**config.mk**
```make
export PLATFORM = sky130hd
export DESIGN_NAME = round_robin_task_scheduler_unit
export DESIGN_NICKNAME = d
export VERILOG_FILES = /design/src/hw/rtl/rrts_pkg.sv /design/src/hw/rtl/round_robin_task_scheduler_unit.sv /design/src/hw/rtl/rrts_ready_fifo.sv
export SDC_FILE = /design/constraint.sdc
export NUM_CORES = 1
export LEC_CHECK = 0
export BUFFER_PORTS_ARGS = -buffer_cell sky130_fd_sc_hd__buf_2
export CAP_MARGIN = 0
export CORE_UTILIZATION = 55
export DETAILED_ROUTE_END_ITERATION = 6
export GPL_ROUTABILITY_DRIVEN = 0
export GPL_TIMING_DRIVEN = 1
export PLACE_DENSITY = 0.74
export SLEW_MARGIN = 20
export SYNTH_ARGS = -nofsm -noshare
export SYNTH_HDL_FRONTEND = slang
export SYNTH_HIERARCHICAL = 1
export SYNTH_SLANG_ARGS = --single-unit
export TNS_END_PERCENT = 10
```
**constraint.sdc**
```tcl
create_clock -name clock -period 8.9 [get_ports clock]
set_input_delay 0.89 -clock clock [delete_from_list [all_inputs] [get_ports clock]]
set_output_delay 0.89 -clock clock [all_outputs]
set_load 0.005 [all_outputs]
```
**src/hw/rtl/rrts_pkg.sv**
```systemverilog
// ----------------------------------------------------------------------------
// rrts_pkg
// Shared widths, constants and types of the round-robin task scheduler.
// ----------------------------------------------------------------------------
`default_nettype none

package rrts_pkg;

   localparam int unsigned ID_W          = 4;
   localparam int unsigned NUM_IDS       = 16;
   localparam int unsigned BURST_W       = 16;
   localparam int unsigned TICK_W        = 16;
   localparam int unsigned QUANT_W       = 8;
   localparam int unsigned SLICE_W       = 8;
   localparam int unsigned MAX_TASKS_DEF = 16;
   localparam int unsigned REQ_W         = 24;
   localparam int unsigned RSP_W         = 32;

   localparam logic [QUANT_W-1:0] QUANTUM_RESET = 8'd4;
   localparam logic [SLICE_W-1:0] SLICE_MAX     = 8'd255;

   typedef logic [ID_W-1:0]    task_id_type;
   typedef logic [BURST_W-1:0] work_type;

   // control from the scheduler to the ready queue
   typedef struct packed {
      logic        arr_push;
      task_id_type arr_id;
      logic        pre_push;
      task_id_type pre_id;
      logic        pop;
   } fifo_ctl_type;

endpackage

`default_nettype wire

```
**src/hw/rtl/round_robin_task_scheduler_unit.sv**
```systemverilog
// ----------------------------------------------------------------------------
// round_robin_task_scheduler_unit
// Round-robin scheduler: one tick per transaction, optional task arrival,
// reports the served task, completions, idle and dropped arrivals.
// ----------------------------------------------------------------------------
//   channel  dir  signals                          content
//   req      in   req_tvalid/tready/tdata[23:0]    one tick, optional arrival
//   rsp      out  rsp_tvalid/tready/tdata[31:0]    per-tick scheduling report
//   csr      in   csr_wr_en/csr_wr_data[7:0]       quantum
//
// One transaction per cycle while rsp is not stalled; the whole tick is
// evaluated in the cycle of acceptance and lands in the rsp output register.
// req_tready is high while the output register is empty or being drained,
// so a stall on rsp holds off req only while a report is still waiting.
// Reset (synchronous) empties the ready queue, stops the running task,
// zeroes the tick counter and sets the quantum to 4.
// ----------------------------------------------------------------------------
`default_nettype none

module round_robin_task_scheduler_unit #(
   parameter  int unsigned MAX_TASKS = rrts_pkg::MAX_TASKS_DEF,
   localparam int unsigned CNT_W     = $clog2(MAX_TASKS + 1)
) (
   input  wire logic                      clock,
   input  wire logic                      reset,
   input  wire logic                      req_tvalid,
   output logic                           req_tready,
   // arrival_valid, arrival_id[3:0], arrival_burst[15:0], zero pad
   input  wire logic [rrts_pkg::REQ_W-1:0] req_tdata,
   output logic                           rsp_tvalid,
   input  wire logic                      rsp_tready,
   // running_valid, running_id[3:0], dispatched, finished_valid,
   // finished_id[3:0], finish_tick[15:0], idle, arrival_dropped, zero pad
   output logic [rrts_pkg::RSP_W-1:0]     rsp_tdata,
   input  wire logic                      csr_wr_en,
   input  wire logic [rrts_pkg::QUANT_W-1:0] csr_wr_data
);
   import rrts_pkg::*;

   logic               req_fire;
   logic               a_valid;
   task_id_type        a_id;
   work_type           a_burst;

   logic [QUANT_W-1:0] quantum_ff;
   logic [QUANT_W-1:0] q_eff;
   logic [TICK_W-1:0]  tick_ff;
   logic               cur_valid_ff, cur_valid_in;
   task_id_type        cur_id_ff, cur_id_in;
   logic [SLICE_W-1:0] slice_ff, slice_in;
   work_type           cur_rem_ff, cur_rem_in;
   work_type           rem_ff [NUM_IDS];

   fifo_ctl_type       fifo_ctl;
   task_id_type        head_id;
   logic [CNT_W-1:0]   fifo_count;
   logic [CNT_W-1:0]   count_mid;
   logic               accept_arr;
   logic               dropped;
   logic               queue_busy;
   work_type           rem_cur_eff;
   logic               start;
   task_id_type        start_id;
   work_type           start_rem;
   logic               disp;
   logic               fin;
   logic               idle;
   logic               rsp_valid_ff;
   logic [RSP_W-1:0]   rsp_data_ff;

   function automatic work_type sat_dec(input work_type w);
      return (w == '0) ? '0 : w - BURST_W'(1);
   endfunction

   assign req_tready = !rsp_valid_ff || rsp_tready;
   assign req_fire   = req_tvalid && req_tready;
   assign a_valid    = req_tdata[0];
   assign a_id       = req_tdata[4:1];
   assign a_burst    = req_tdata[20:5];
   assign q_eff      = (quantum_ff == '0) ? QUANT_W'(1) : quantum_ff;

   rrts_ready_fifo #(
      .MAX_TASKS (MAX_TASKS)
   ) u_fifo (
      .clock   (clock),
      .reset   (reset),
      .ctl     (fifo_ctl),
      .head_id (head_id),
      .count   (fifo_count)
   );

   always_comb begin
      dropped     = a_valid && (fifo_count == CNT_W'(MAX_TASKS));
      accept_arr  = req_fire && a_valid && !dropped;
      count_mid   = fifo_count + CNT_W'(accept_arr);
      queue_busy  = (count_mid != '0);
      rem_cur_eff = (accept_arr && a_id == cur_id_ff) ? a_burst : cur_rem_ff;

      cur_valid_in = cur_valid_ff;
      cur_id_in    = cur_id_ff;
      slice_in     = slice_ff;
      cur_rem_in   = cur_rem_ff;
      start        = 1'b0;
      start_id     = head_id;
      disp         = 1'b0;
      fin          = 1'b0;
      fifo_ctl.arr_push = accept_arr;
      fifo_ctl.arr_id   = a_id;
      fifo_ctl.pre_push = 1'b0;
      fifo_ctl.pre_id   = cur_id_ff;
      fifo_ctl.pop      = 1'b0;

      if (!cur_valid_ff) begin
         start = queue_busy;
      end else if (rem_cur_eff == '0) begin
         fin          = 1'b1;
         cur_valid_in = 1'b0;
         cur_id_in    = '0;
         slice_in     = '0;
         start        = queue_busy;
      end else if (slice_ff >= q_eff) begin
         // preempt: requeue at the tail and start the head, or restart alone
         start             = 1'b1;
         fifo_ctl.pre_push = queue_busy;
         start_id          = queue_busy ? head_id : cur_id_ff;
      end else begin
         cur_rem_in = sat_dec(rem_cur_eff);
         slice_in   = (slice_ff < SLICE_MAX) ? slice_ff + SLICE_W'(1) : slice_ff;
      end

      fifo_ctl.pop = start && queue_busy;
      disp         = start;
      start_rem    = (accept_arr && start_id == a_id) ? a_burst : rem_ff[start_id];
      if (start) begin
         cur_valid_in = 1'b1;
         cur_id_in    = start_id;
         slice_in     = SLICE_W'(1);
         cur_rem_in   = sat_dec(start_rem);
      end

      if (!req_fire) begin
         fifo_ctl.pre_push = 1'b0;
         fifo_ctl.pop      = 1'b0;
      end

      idle = !cur_valid_in && ((count_mid - CNT_W'(fifo_ctl.pop)) == '0);
   end

   always_ff @(posedge clock) begin
      if (reset) begin
         quantum_ff   <= QUANTUM_RESET;
         tick_ff      <= '0;
         cur_valid_ff <= 1'b0;
         cur_id_ff    <= '0;
         slice_ff     <= '0;
         rsp_valid_ff <= 1'b0;
      end else begin
         if (csr_wr_en) begin
            quantum_ff <= csr_wr_data;
         end
         if (req_fire) begin
            tick_ff      <= tick_ff + TICK_W'(1);
            cur_valid_ff <= cur_valid_in;
            cur_id_ff    <= cur_id_in;
            slice_ff     <= slice_in;
            rsp_valid_ff <= 1'b1;
         end else if (rsp_tready) begin
            rsp_valid_ff <= 1'b0;
         end
      end
   end

   // remaining work per id; the served task's update wins over an arrival
   always_ff @(posedge clock) begin
      if (req_fire) begin
         cur_rem_ff <= cur_rem_in;
         for (int i = 0; i < NUM_IDS; i++) begin
            if (cur_valid_in && cur_id_in == ID_W'(i)) begin
               rem_ff[i] <= cur_rem_in;
            end else if (accept_arr && a_id == ID_W'(i)) begin
               rem_ff[i] <= a_burst;
            end
         end
         rsp_data_ff <= {3'b000,
                         dropped,
                         idle,
                         fin ? tick_ff : TICK_W'(0),
                         fin ? cur_id_ff : ID_W'(0),
                         fin,
                         disp,
                         cur_valid_in ? cur_id_in : ID_W'(0),
                         cur_valid_in};
      end
   end

   assign rsp_tvalid = rsp_valid_ff;
   assign rsp_tdata  = rsp_data_ff;

endmodule

`default_nettype wire

```
**src/hw/rtl/rrts_ready_fifo.sv**
```systemverilog
// ----------------------------------------------------------------------------
// rrts_ready_fifo
// Circular ready queue of task ids: an arrival push and a requeue push in
// the same cycle, one pop, with the head bypassed from an arrival into an
// empty queue.
// ----------------------------------------------------------------------------
`default_nettype none

module rrts_ready_fifo #(
   parameter  int unsigned MAX_TASKS = rrts_pkg::MAX_TASKS_DEF,
   localparam int unsigned PTR_W     = $clog2(MAX_TASKS),
   localparam int unsigned CNT_W     = $clog2(MAX_TASKS + 1)
) (
   input  wire logic                 clock,
   input  wire logic                 reset,
   input  wire rrts_pkg::fifo_ctl_type ctl,
   output rrts_pkg::task_id_type     head_id,
   output logic [CNT_W-1:0]          count
);
   import rrts_pkg::*;

   task_id_type      mem_ff [MAX_TASKS];
   logic [PTR_W-1:0] head_ff, head_in;
   logic [PTR_W-1:0] tail_ff, tail_in, tail_mid;
   logic [CNT_W-1:0] count_ff, count_in;

   function automatic logic [PTR_W-1:0] ptr_inc(input logic [PTR_W-1:0] p);
      return (p == PTR_W'(MAX_TASKS - 1)) ? '0 : p + PTR_W'(1);
   endfunction

   always_comb begin
      // arrival lands first, the requeued task right behind it
      tail_mid = ctl.arr_push ? ptr_inc(tail_ff) : tail_ff;
      tail_in  = ctl.pre_push ? ptr_inc(tail_mid) : tail_mid;
      head_in  = ctl.pop ? ptr_inc(head_ff) : head_ff;
      count_in = count_ff + CNT_W'(ctl.arr_push) + CNT_W'(ctl.pre_push)
                 - CNT_W'(ctl.pop);
      head_id  = (count_ff == '0) ? ctl.arr_id : mem_ff[head_ff];
   end

   assign count = count_ff;

   always_ff @(posedge clock) begin
      if (reset) begin
         head_ff  <= '0;
         tail_ff  <= '0;
         count_ff <= '0;
      end else begin
         head_ff  <= head_in;
         tail_ff  <= tail_in;
         count_ff <= count_in;
      end
   end

   always_ff @(posedge clock) begin
      if (ctl.arr_push) begin
         mem_ff[tail_ff] <= ctl.arr_id;
      end
      if (ctl.pre_push) begin
         mem_ff[tail_mid] <= ctl.pre_id;
      end
   end

endmodule

`default_nettype wire
```
# Word level (Yosys, flattened, before mapping)
# Memories as Yosys holds them, arrays and structs flattened. A register that Yosys moved wholly into a read port is not among the register bits.
# Index checks and enable logic that the tools add are counted.
[word_totals] reg_bits=96 latch_bits=0 ram_bits=320 rom_bits=0 output_inout_bits=34 word_cells=312 memories=2
[classes] addsub=11 multipliers=0 n_div=0 order_cmp=2 n_eq_ne=37 n_shift=0 muxes=175 bitwise_logic=16 n_reduce_logical=56
[memory_table] memory="rem_ff" depth=16 word_bits=16 rd=1 rd_clocked_by_memory_dff=0 write_ports=16 line="round_robin_task_scheduler_unit.sv:52" text="work_type rem_ff [NUM_IDS];"
[memory_table] memory="u_fifo.mem_ff" depth=16 word_bits=4 rd=1 rd_clocked_by_memory_dff=1 write_ports=2 line="rrts_ready_fifo.sv:22" text="task_id_type mem_ff [MAX_TASKS];"
[op_table] op="$mux 16" count=23
[op_table] op="$mux 1" count=131
[op_table] op="$eq 4x4->1 const B" count=19
[op_table] op="$mux 4" count=15
[op_table] op="$mux 8" count=6
[op_table] op="$logic_and 1x1->1" count=40
[op_table] op="$eq 4x3->1 const B" count=8
[op_table] op="$logic_not 16->1" count=2
[op_table] op="$sub 16x1->16 const B" count=2
[op_table] op="$add 16x1->16 const B" count=1
[op_table] op="$eq 4x2->1 const B" count=4
[op_table] op="$or 1x1->1" count=16
[op_table] op="$add 4x1->4 const B" count=3
[op_table] op="$add 5x1->5" count=2
[op_table] op="$logic_not 5->1" count=2
[op_table] op="$sub 5x1->5" count=2
[op_table] op="$add 8x1->8 const B" count=1
[op_table] op="$eq 4x1->1 const B" count=2
[op_table] op="$eq 4x4->1" count=2
[op_table] op="$ge 8x8->1" count=1
[op_table] op="$logic_not 4->1" count=2
[op_table] op="$logic_not 8->1" count=1
[op_table] op="$lt 8x8->1 const B" count=1
[op_table] op="$eq 5x5->1 const B" count=1
[op_table] op="7 further kinds" count=10

# Longest topological paths before layout
# Gate-level depths: netlist of the first run.
[logic_depth] word_depth=18 ltp_mapped=34 depth_no_buf=25

# By module
# The synthesis of the first run kept the hierarchy.
[by_module_without_submodules] mod="round_robin_task_scheduler_unit" instances=1 cells_per_inst=1860 area_per_inst_um2=20188.1 seq_area_each_um2=9799.4
[by_module_without_submodules] mod="rrts_ready_fifo" instances=1 cells_per_inst=358 area_per_inst_um2=4548.1 seq_area_each_um2=2262.2

# Least setup slack after synthesis of the first run
# OpenSTA, ideal clock, no wires.
[synth_timing] path_type="input to register" startpoint="input req_tdata[3] in the netlist's numbering" endpoint="memory rem_ff[0][12] in the netlist's numbering, data pin" arrival_ns=7.165 setup_slack_ns=1.475 cell_stages=28 path_cell_list="buf_2 -> xnor2_2 -> nand4_1 -> nor3_4 -> clkbuf_1 -> mux2_2 -> inv_1 -> ha_1 -> nor4b_4 -> nand3_2 -> nor4_4 -> mux2_4 -> buf_8 -> a2111oi_0 -> or2_1 -> o211ai_1 -> clkbuf_1 -> clkbuf_1 -> mux2i_1 -> ha_1 -> inv_1 -> or3_1 -> o32ai_2 -> nand4_4 -> mux2i_1 -> a221o_1 -> buf_2 -> mux2_2"
[synth_lines] element="from (decl)" line="round_robin_task_scheduler_unit.sv:29" text="input wire logic [rrts_pkg::REQ_W-1:0] req_tdata,"
[synth_lines] element="to (decl)" line="round_robin_task_scheduler_unit.sv:52"

==> results of run 1 <==
==> cells in the mapped netlist (9+ instances only) <==
library cell  instances
or4_1                13
inv_1                54
nand2b_1             18
o22ai_1              12
nor3_1               24
buf_2                40
buf_4                13
o31ai_1              12
nand2_1             133
mux2_4               14
or3_1                12
a21oi_1              84
nor2b_1              10
clkbuf_1            124
nand4b_1              9
a21boi_0             10
and2_1               12
nor2_1              180
a211o_1              21
nand3_1              89
a211oi_1             45
mux2i_1              73
edfxtp_1            365
nand4_1              12
xor2_1               20
buf_6                 9
xnor2_1              26
a22oi_1              29
mux2_2              251
dfxtp_1              55
ha_1                 25
o211ai_1             14
a31oi_1              63
o21ai_0              72
nor4_1               14
and3_1               61
==> flip-flops by register name, indices dropped and copies added (netlist names), named ones only <==
name            count
rem_ff            256
u_fifo/mem_ff      64
rsp_tdata          29
cur_rem_ff         16
tick_ff            16
quantum_ff          8
slice_ff            8
u_fifo/count        5
cur_id_ff           4
u_fifo/head_ff      4
u_fifo/tail_ff      4
cur_valid_ff        1
rsp_tvalid          1
==> power by group through the flow <==
stage / sequential, mW / clock [mW] / combinational (mW)
floorplan: 3.37 / 0 / 4.81
global placement: 3.40 / 0 / 6.16
CTS: 3.37 / 2.04 / 6.45
global route: 3.39 / 2.11 / 7.03
finish: 3.37 / 2.03 / 6.68
detailed placement: 3.41 / 0 / 6.40
==> area by class of cell <==
type | instances | share of cell area
inverter | 56 | 0.00774
clock inverter | 28 | 0.0122
multi-input combinational | 1547 | 0.425
sequential | 420 | 0.441
clock buffer | 58 | 0.0468
timing repair buffer | 166 | 0.0397
tap | 592 | 0.0271
==> routing by layer <==
layer	vias to the layer above	global-route usage	part of all wire
met2	1340	0.511	0.46
met4	0	0.176	0.053
met1	9542	0.427	0.37
li1	8474	-	-
met5	-	0	0
met3	254	0.0651	0.12
==> per-stage QoR <==
| step | hold WS [ns] | utilization | std cells | total power [mW] | area [sq um] |
|---|---|---|---|---|---|
| 3_3_place_gp | 0.469 | 0.580 | 2780 | 9.55 | 25700 |
| 6_report | 0.504 | 0.617 | 2867 | 12.1 | 27300 |
| 3_5_place_dp | 0.494 | 0.580 | 2780 | 9.81 | 25700 |
| 2_1_floorplan | 0.458 | - | 2220 | 8.18 | 24700 |
| 5_1_grt | 0.532 | 0.617 | 2867 | 12.5 | 27300 |
| 4_1_cts | 0.502 | 0.616 | 2866 | 11.9 | 27300 |
==> worst max-delay path, stage by stage, from the launching register on <==
cell	delay, ns
dfxtp_1	0.38
nor4_2	0.33
nand3_2	0.16
clkinv_2	0.15
nor3_4	0.07
buf_4	0.27
o21a_1	0.24
ha_1	0.24
nor3b_2	0.19
nand4b_1	0.16
and4b_1	0.25
mux2_4	0.38
o21ai_2	0.66
nand2_1	0.55
buf_4	0.37
a211o_1	0.28
o2111ai_1	0.10
o311ai_1	0.17
mux2i_1	0.19
ha_1	0.21
inv_1	0.07
or3_1	0.32
o32ai_2	0.42
nand4_4	0.26
o21ai_4	0.62
o221a_1	0.88
a21oi_1	0.15
==> how the worst max path moves through the flow <==
stage,endpoint,cells after the start,slack [ns],start
floorplan,rem_ff[0][12]$_DFFE_PP_,28,1.47,req_tdata[3]
detailed placement,rem_ff[15][1]$_DFFE_PP_,26,0.35,rsp_tready
finish,rem_ff[7][1]$_DFFE_PP_,26,0.50,u_fifo/count[2]$_SDFF_PP0_
global route,rem_ff[0][1]$_DFFE_PP_,26,0.15,u_fifo/count[1]$_SDFF_PP0_
CTS,rem_ff[7][1]$_DFFE_PP_,26,0.77,u_fifo/count[2]$_SDFF_PP0_
global placement,rem_ff[6][1]$_DFFE_PP_,26,0.41,rsp_tready
==> cell families after synthesis <==
kind of cell / synth area share
simple gates: 0.135
compound gates: 0.138
flops: 0.488
mux: 0.160
buf+inv: 0.0466
xor+xnor: 0.0176
fa+ha+maj: 0.0143
other cells: 0.000152
==> impl_metrics.sql, run 1 <==
INSERT INTO impl_metrics (metric_group, metric, value, unit) VALUES
('status', 'outcome', 'finished clean', ''),
('grt', 'antenna_violations_before_repair', '1', ''),
('clock_tree', 'clk-insertion-delay-late', '0.62', 'ns'),
('grt', 'gr-usage-all-layers', '0.326', ''),
('sta', 'tightestPinTransition', '1.17', 'ns'),
('sta', 'fin_setup_tns', '0', 'ns'),
('worst_setup_path', 'critPathCaptureType', 'flop', ''),
('clock_tree', 'maximum_number_of_buffers_from_clock_root_to_sink', '3', ''),
('yosys', 'synth.yosys.warnings', '6', ''),
('place', 'dp_hpwl', '48.4', 'mm'),
('final_layout', 'finish.net_count', '2301', ''),
('power_and_ir_drop', 'power.density_cell_area', '442', 'nW/um^2'),
('worst_setup_path', 'timing.critical_path.fanout_max', '38', ''),
('place', 'place.port_buffers', '64', ''),
('sta', 'rsz_0062_raised_after_global_routing', 'false', ''),
('worst_setup_path', 'criticalPathCategory', 'reg -> reg', ''),
('worst_setup_path', 'worst-endpoint-required', '9.22', 'ns'),
('clock_tree', 'clock_tree.root_cell', 'clkbuf_16', ''),
('final_layout', 'final.fill_count', '3468', ''),
('grt', 'grt_pass1_wl', '114', 'mm'),
('floorplanning', 'floorplan.core_area', '44300', 'sq um'),
('clock_tree', 'clk_transition_reported_paths', '0.06', 'ns'),
('detailed_routing', 'drt_drc_violations_left', '0', ''),
('yosys', 'yosysSeqAreaShare', '0.488', ''),
('power_and_ir_drop', 'comb_power_share', '0.553', ''),
('hold_path', 'worst_hold_startpoint', 'tick_ff[10]$_SDFFE_PP0P_', ''),
('floorplanning', 'die_h', '214', 'microns'),
('yosys', 'number_of_storage_elements_in_the_synthesis_netlist', '420', ''),
('floorplanning', 'top_level_ports', '71', ''),
('detailed_routing', 'drtAntennaViolNets', '0', ''),
('yosys', 'syn_area', '24700', 'sq um'),
('yosys', 'post_synth.cell_area_avg', '11.2', 'sq um'),
('worst_setup_path', 'critical_path.reg2reg.endpoint', 'rem_ff[7][1]$_DFFE_PP_', ''),
('yosys', 'postSynth.topFlopCell', 'edfxtp_1', ''),
('yosys', 'synthCells', '2218', ''),
('power_and_ir_drop', 'maximum_vdd_drop', '0.000214', 'V'),
('sta', 'min_period_over_period', '0.943', ''),
('clock_tree', 'postCtsSetupRepairBufs', '0', ''),
('sta', 'setup_violations', '0', ''),
('detailed_routing', 'drtPass1Iterations', '6', ''),
('final_layout', 'sequential_cell_area', '12100', 'sq um'),
('hold_path', 'hp-class', 'reg -> reg', ''),
('power_and_ir_drop', 'sw_frac_of_total', '0.405', ''),
('final_layout', 'n_antenna_cell', '0', ''),
('sta', 'number_of_pins_exceeding_their_max_slew_limit_in_the_final_report', '0', ''),
('yosys', 'synth_edf_count', '365', ''),
('yosys', 'synth.top_cell.area_share', '0.443', ''),
('sta', 'timing.clock.skew', '0.0306', 'ns'),
('power_and_ir_drop', 'power_frac_seq', '0.279', ''),
('final_layout', 'syn2layout_area_growth', '10.5', '%'),
('yosys', 'netlist_top_cells_area', 'edfxtp_1 (44%), mux2_2 (11%), dfxtp_1 (4.5%)', ''),
('place', 'pre_cts_slack', '0.348', 'ns'),
('detailed_routing', 'routed-via-count', '19600', ''),
('floorplanning', 'die_x', '214', 'microns'),
('power_and_ir_drop', 'power.static_leakage', '9.86', 'nW'),
('yosys', 'post_synth_num_cell_types', '115', ''),
('grt', 'grt_max_degree', '60', ''),
('power_and_ir_drop', 'internal_power', '7.19', 'mW'),
('floorplanning', 'initial_core_util', '0.558', ''),
('worst_setup_path', 'reg2reg_slack', '0.50', 'ns'),
('final_layout', 'drive_above_1_share', '0.260', ''),
('final_layout', 'final_common_cell', 'edfxtp_1', ''),
('yosys', 'synthArstFlopShare', '0', ''),
('sta', 'finalHoldViolCount', '0', ''),
('floorplanning', 'die_area', '45800', 'sq um'),
('yosys', 'synth_largest_area_cell', 'edfxtp_1', ''),
('worst_setup_path', 'worstSetupStartpointType', 'flop', ''),
('sta', 'setup_slack', '0.503', 'ns'),
('worst_setup_path', 'worstRegToRegCells', '26', ''),
('clock_tree', 'tritoncts_num_sinks', '420', ''),
('detailed_routing', 'detailedRoute.firstIterationViolations', '2708', '');
Power figures use the tool's default switching activity.
==> run 2, diff against run 1 <==
==> constraint.sdc (replaced) <==
create_clock -name clock -period 8.95 [get_ports clock]
set_input_delay 0.895 -clock clock [delete_from_list [all_inputs] [get_ports clock]]
set_output_delay 0.895 -clock clock [all_outputs]
set_load 0.005 [all_outputs]
==> run 2 against run 1 <==
Compared with the run above:
- first-iteration DRC count down 0.66%
- clock power down 11%
- utilization down 0.48 points
- largest cell class unchanged
- final area down 0.77%
- routed wire length down 0.90%
- clock-buffer cell count up 8
- worst setup slack better by 0.083 ns
- sequential power about the same
- sequential share of layout area up 0.34 points
- register-to-register slack better by 0.08 ns
- critical path depth down 1
==> impl_metrics.sql, run 2 (synthesized netlist as in run 1, its figures left out) <==
INSERT INTO impl_metrics (metric_group, metric, value, unit) VALUES
('status', 'outcome', 'finished clean', ''),
('grt', 'gr-usage-all-layers', '0.327', ''),
('clock_tree', 'cts-resized-gates', '0', ''),
('floorplanning', 'num_rows', '77', ''),
('clock_tree', 'clock_tree.root_cell', 'clkbuf_16', ''),
('power_and_ir_drop', 'power.density_cell_area', '435', 'nW/um^2'),
('grt', 'antenna_violations_before_repair', '1', ''),
('sta', 'rsz_0062_raised_after_global_routing', 'false', ''),
('hold_path', 'hp-class', 'reg -> reg', ''),
('final_layout', 'final.fill_count', '3461', ''),
('sta', 'max_slew_margin', '0.191', ''),
('floorplanning', 'floorplan.core_area', '44300', 'sq um'),
('place', 'placed_cell_area', '25700', 'sq um'),
('power_and_ir_drop', 'maximum_vdd_drop', '0.000232', 'V'),
('grt', 'grt_pass1_wl', '114', 'mm'),
('clock_tree', 'cts_inserted_buffers', '45', ''),
('hold_path', 'hold_path_depth', '2', ''),
('worst_setup_path', 'criticalPathCategory', 'reg -> reg', ''),
('clock_tree', 'cts_htree_levels', '2', ''),
('clock_tree', 'cts_hold_repair.buffers', '0', ''),
('place', 'post-place-cells', '2776', ''),
('detailed_routing', 'detailedRoute.firstIterationViolations', '2690', ''),
('sta', 'fin_setup_tns', '0', 'ns'),
('grt', 'globalRouteMet1Util', '0.435', ''),
('detailed_routing', 'wirelength', '76.0', 'mm'),
('final_layout', 'finish.net_count', '2296', ''),
('clock_tree', 'clk_transition_reported_paths', '0.06', 'ns'),
('grt', 'grt.overflow.total', '0', ''),
('floorplanning', 'initial_core_util', '0.558', ''),
('sta', 'setup_violations', '0', ''),
('grt', 'grt_max_degree', '60', ''),
('detailed_routing', 'drt-wirelength-per-cell', '26.6', 'microns'),
('worst_setup_path', 'worstRegToRegCells', '25', ''),
('clock_tree', 'clk-insertion-delay-late', '0.60', 'ns'),
('sta', 'number_of_pins_exceeding_their_max_slew_limit_in_the_final_report', '0', ''),
('final_layout', 'drive_above_1_share', '0.254', ''),
('sta', 'finalHoldViolCount', '0', ''),
('final_layout', 'final_common_cell', 'edfxtp_1', ''),
('grt', 'globalRoute.busiestLayer', 'met2', ''),
('worst_setup_path', 'worst-endpoint-required', '9.25', 'ns'),
('floorplanning', 'die_x', '214', 'microns'),
('worst_setup_path', 'worstSetupStartpointType', 'flop', ''),
('floorplanning', 'top_level_ports', '71', ''),
('clock_tree', 'cts_tree', 'yes', ''),
('place', 'place.port_buffers', '64', ''),
('clock_tree', 'postCtsSetupRepairBufs', '0', ''),
('detailed_routing', 'routed-via-count', '19600', ''),
('final_layout', 'final_cell_count_no_fill', '2857', ''),
('sta', 'finalWorstPathRequiredPeriod', '8.36', 'ns'),
('detailed_routing', 'drtAntennaViolNets', '0', ''),
('final_layout', 'top_register', 'rem_ff', ''),
('sta', 'tightestPinTransition', '1.21', 'ns'),
('sta', 'min_period_over_period', '0.935', ''),
('floorplanning', 'die_area', '45800', 'sq um'),
('worst_setup_path', 'critPathCaptureType', 'flop', ''),
('sta', 'timing.clock.skew', '0.0267', 'ns'),
('final_layout', 'post-route-cell-area', '27100', 'sq um'),
('sta', 'max_clock_freq', '120', 'MHz'),
('final_layout', 'largest_register_ffs', '256', ''),
('job', 'max_cap_viol_count', '0', ''),
('grt', 'global_route.usage.met2', '0.504', ''),
('worst_setup_path', 'worstPathArrival', '8.66', 'ns'),
('final_layout', 'layout.cells.most_common_list', 'edfxtp_1 (365), mux2_2 (251), nor2_1 (180)', ''),
('power_and_ir_drop', 'power.static_leakage', '9.75', 'nW'),
('grt', 'grt.met3_usage', '0.0621', ''),
('worst_setup_path', 'timing.critical_path.fanout_max', '38', ''),
('detailed_routing', 'detail_route.vias_per_cell', '6.87', ''),
('clock_tree', 'tritoncts_num_sinks', '420', ''),
('power_and_ir_drop', 'finalPower', '11.8', 'mW'),
('grt', 'grt_pass1_vias', '19000', ''),
('place', 'dp_hpwl', '48.1', 'mm'),
('floorplanning', 'die_h', '214', 'microns'),
('clock_tree', 'maximum_number_of_buffers_from_clock_root_to_sink', '3', ''),
('detailed_routing', 'drtPass1Iterations', '7', ''),
('final_layout', 'syn2layout_area_growth', '9.61', '%'),
('detailed_routing', 'drt_drc_violations_left', '0', '');
[run 2: cell types whose count changed in the layout (fill, tap and decap cells not counted), sizes merged]
cell | previous run | this run
clkinv | 19 | 12
diode | 0 | 1
bufinv | 6 | 0
clkinvlp | 2 | 0
buf | 165 | 161
clkbuf | 59 | 67
[run 2: stage by stage]
stage,utilization,hold slack [ns],setup WS [ns]
finish,0.612,0.499,0.586
global route,0.612,0.512,0.201
CTS,0.611,0.500,0.771
detailed placement,0.579,0.492,0.358
global placement,0.579,0.468,0.539
floorplan,-,0.458,1.52
[run 2: where the power goes]
part / switching, mW / total (mW) / internal (mW)
combinational: 3.87 / 6.63 / 2.76
clock: 0.780 / 1.80 / 1.02
sequential: 0.152 / 3.35 / 3.20
total: 4.81 / 11.8 / 6.98
[run 2: path summary, 6_finish.rpt]
check | start | slack (ns) | to
setup / recovery | cur_id_ff[1]$_SDFFE_PP0P_ | 0.59 | rem_ff[3][1]$_DFFE_PP_
hold / removal | tick_ff[1]$_SDFFE_PP0P_ | 0.50 | tick_ff[1]$_SDFFE_PP0P_
setup reg to reg | cur_id_ff[1]$_SDFFE_PP0P_ | 0.59 | rem_ff[3][1]$_DFFE_PP_
hold reg to reg | tick_ff[1]$_SDFFE_PP0P_ | 0.50 | tick_ff[1]$_SDFFE_PP0P_
[run 2: worst max-delay path, stage by stage (launching register included)]
cell and delay [ns]:
dfxtp_1 0.30, buf_4 0.33, xnor2_1 0.19, nand4_1 0.22, nor3_4 0.19, buf_4 0.41, o21a_1 0.19, ha_1 0.25
nor4b_4 0.34, nand3_2 0.20, nor4_4 0.35, mux2_4 0.38, o21ai_2 0.25, nand2_1 0.69, nand2_1 0.18, o2111ai_1 0.26
o311ai_0 0.27, mux2i_1 0.29, ha_1 0.24, inv_1 0.08, or3_1 0.32, o32ai_2 0.39, nand4_4 0.26, o21ai_4 0.46
o221a_1 0.83, a21oi_1 0.17
[run 2: area by class of cell]
type,count,area (sq um),area share
multi-input cells,1547,11600,0.429
repair buffers,162,1070,0.0394
diodes,1,2.50,0.0000923
clock inverters,13,88.8,0.00328
well taps,592,741,0.0273
inverters,56,211,0.00780
clock buffers,66,1320,0.0486
flip-flops and latches,420,12100,0.445
[run 2: per-layer routing]
metal | vias to the layer above | wire (microns)
met4 | 0 | 4300
met2 | 1340 | 33900
met1 | 9556 | 28700
li1 | 8473 | -
met5 | - | 0
met3 | 272 | 9060
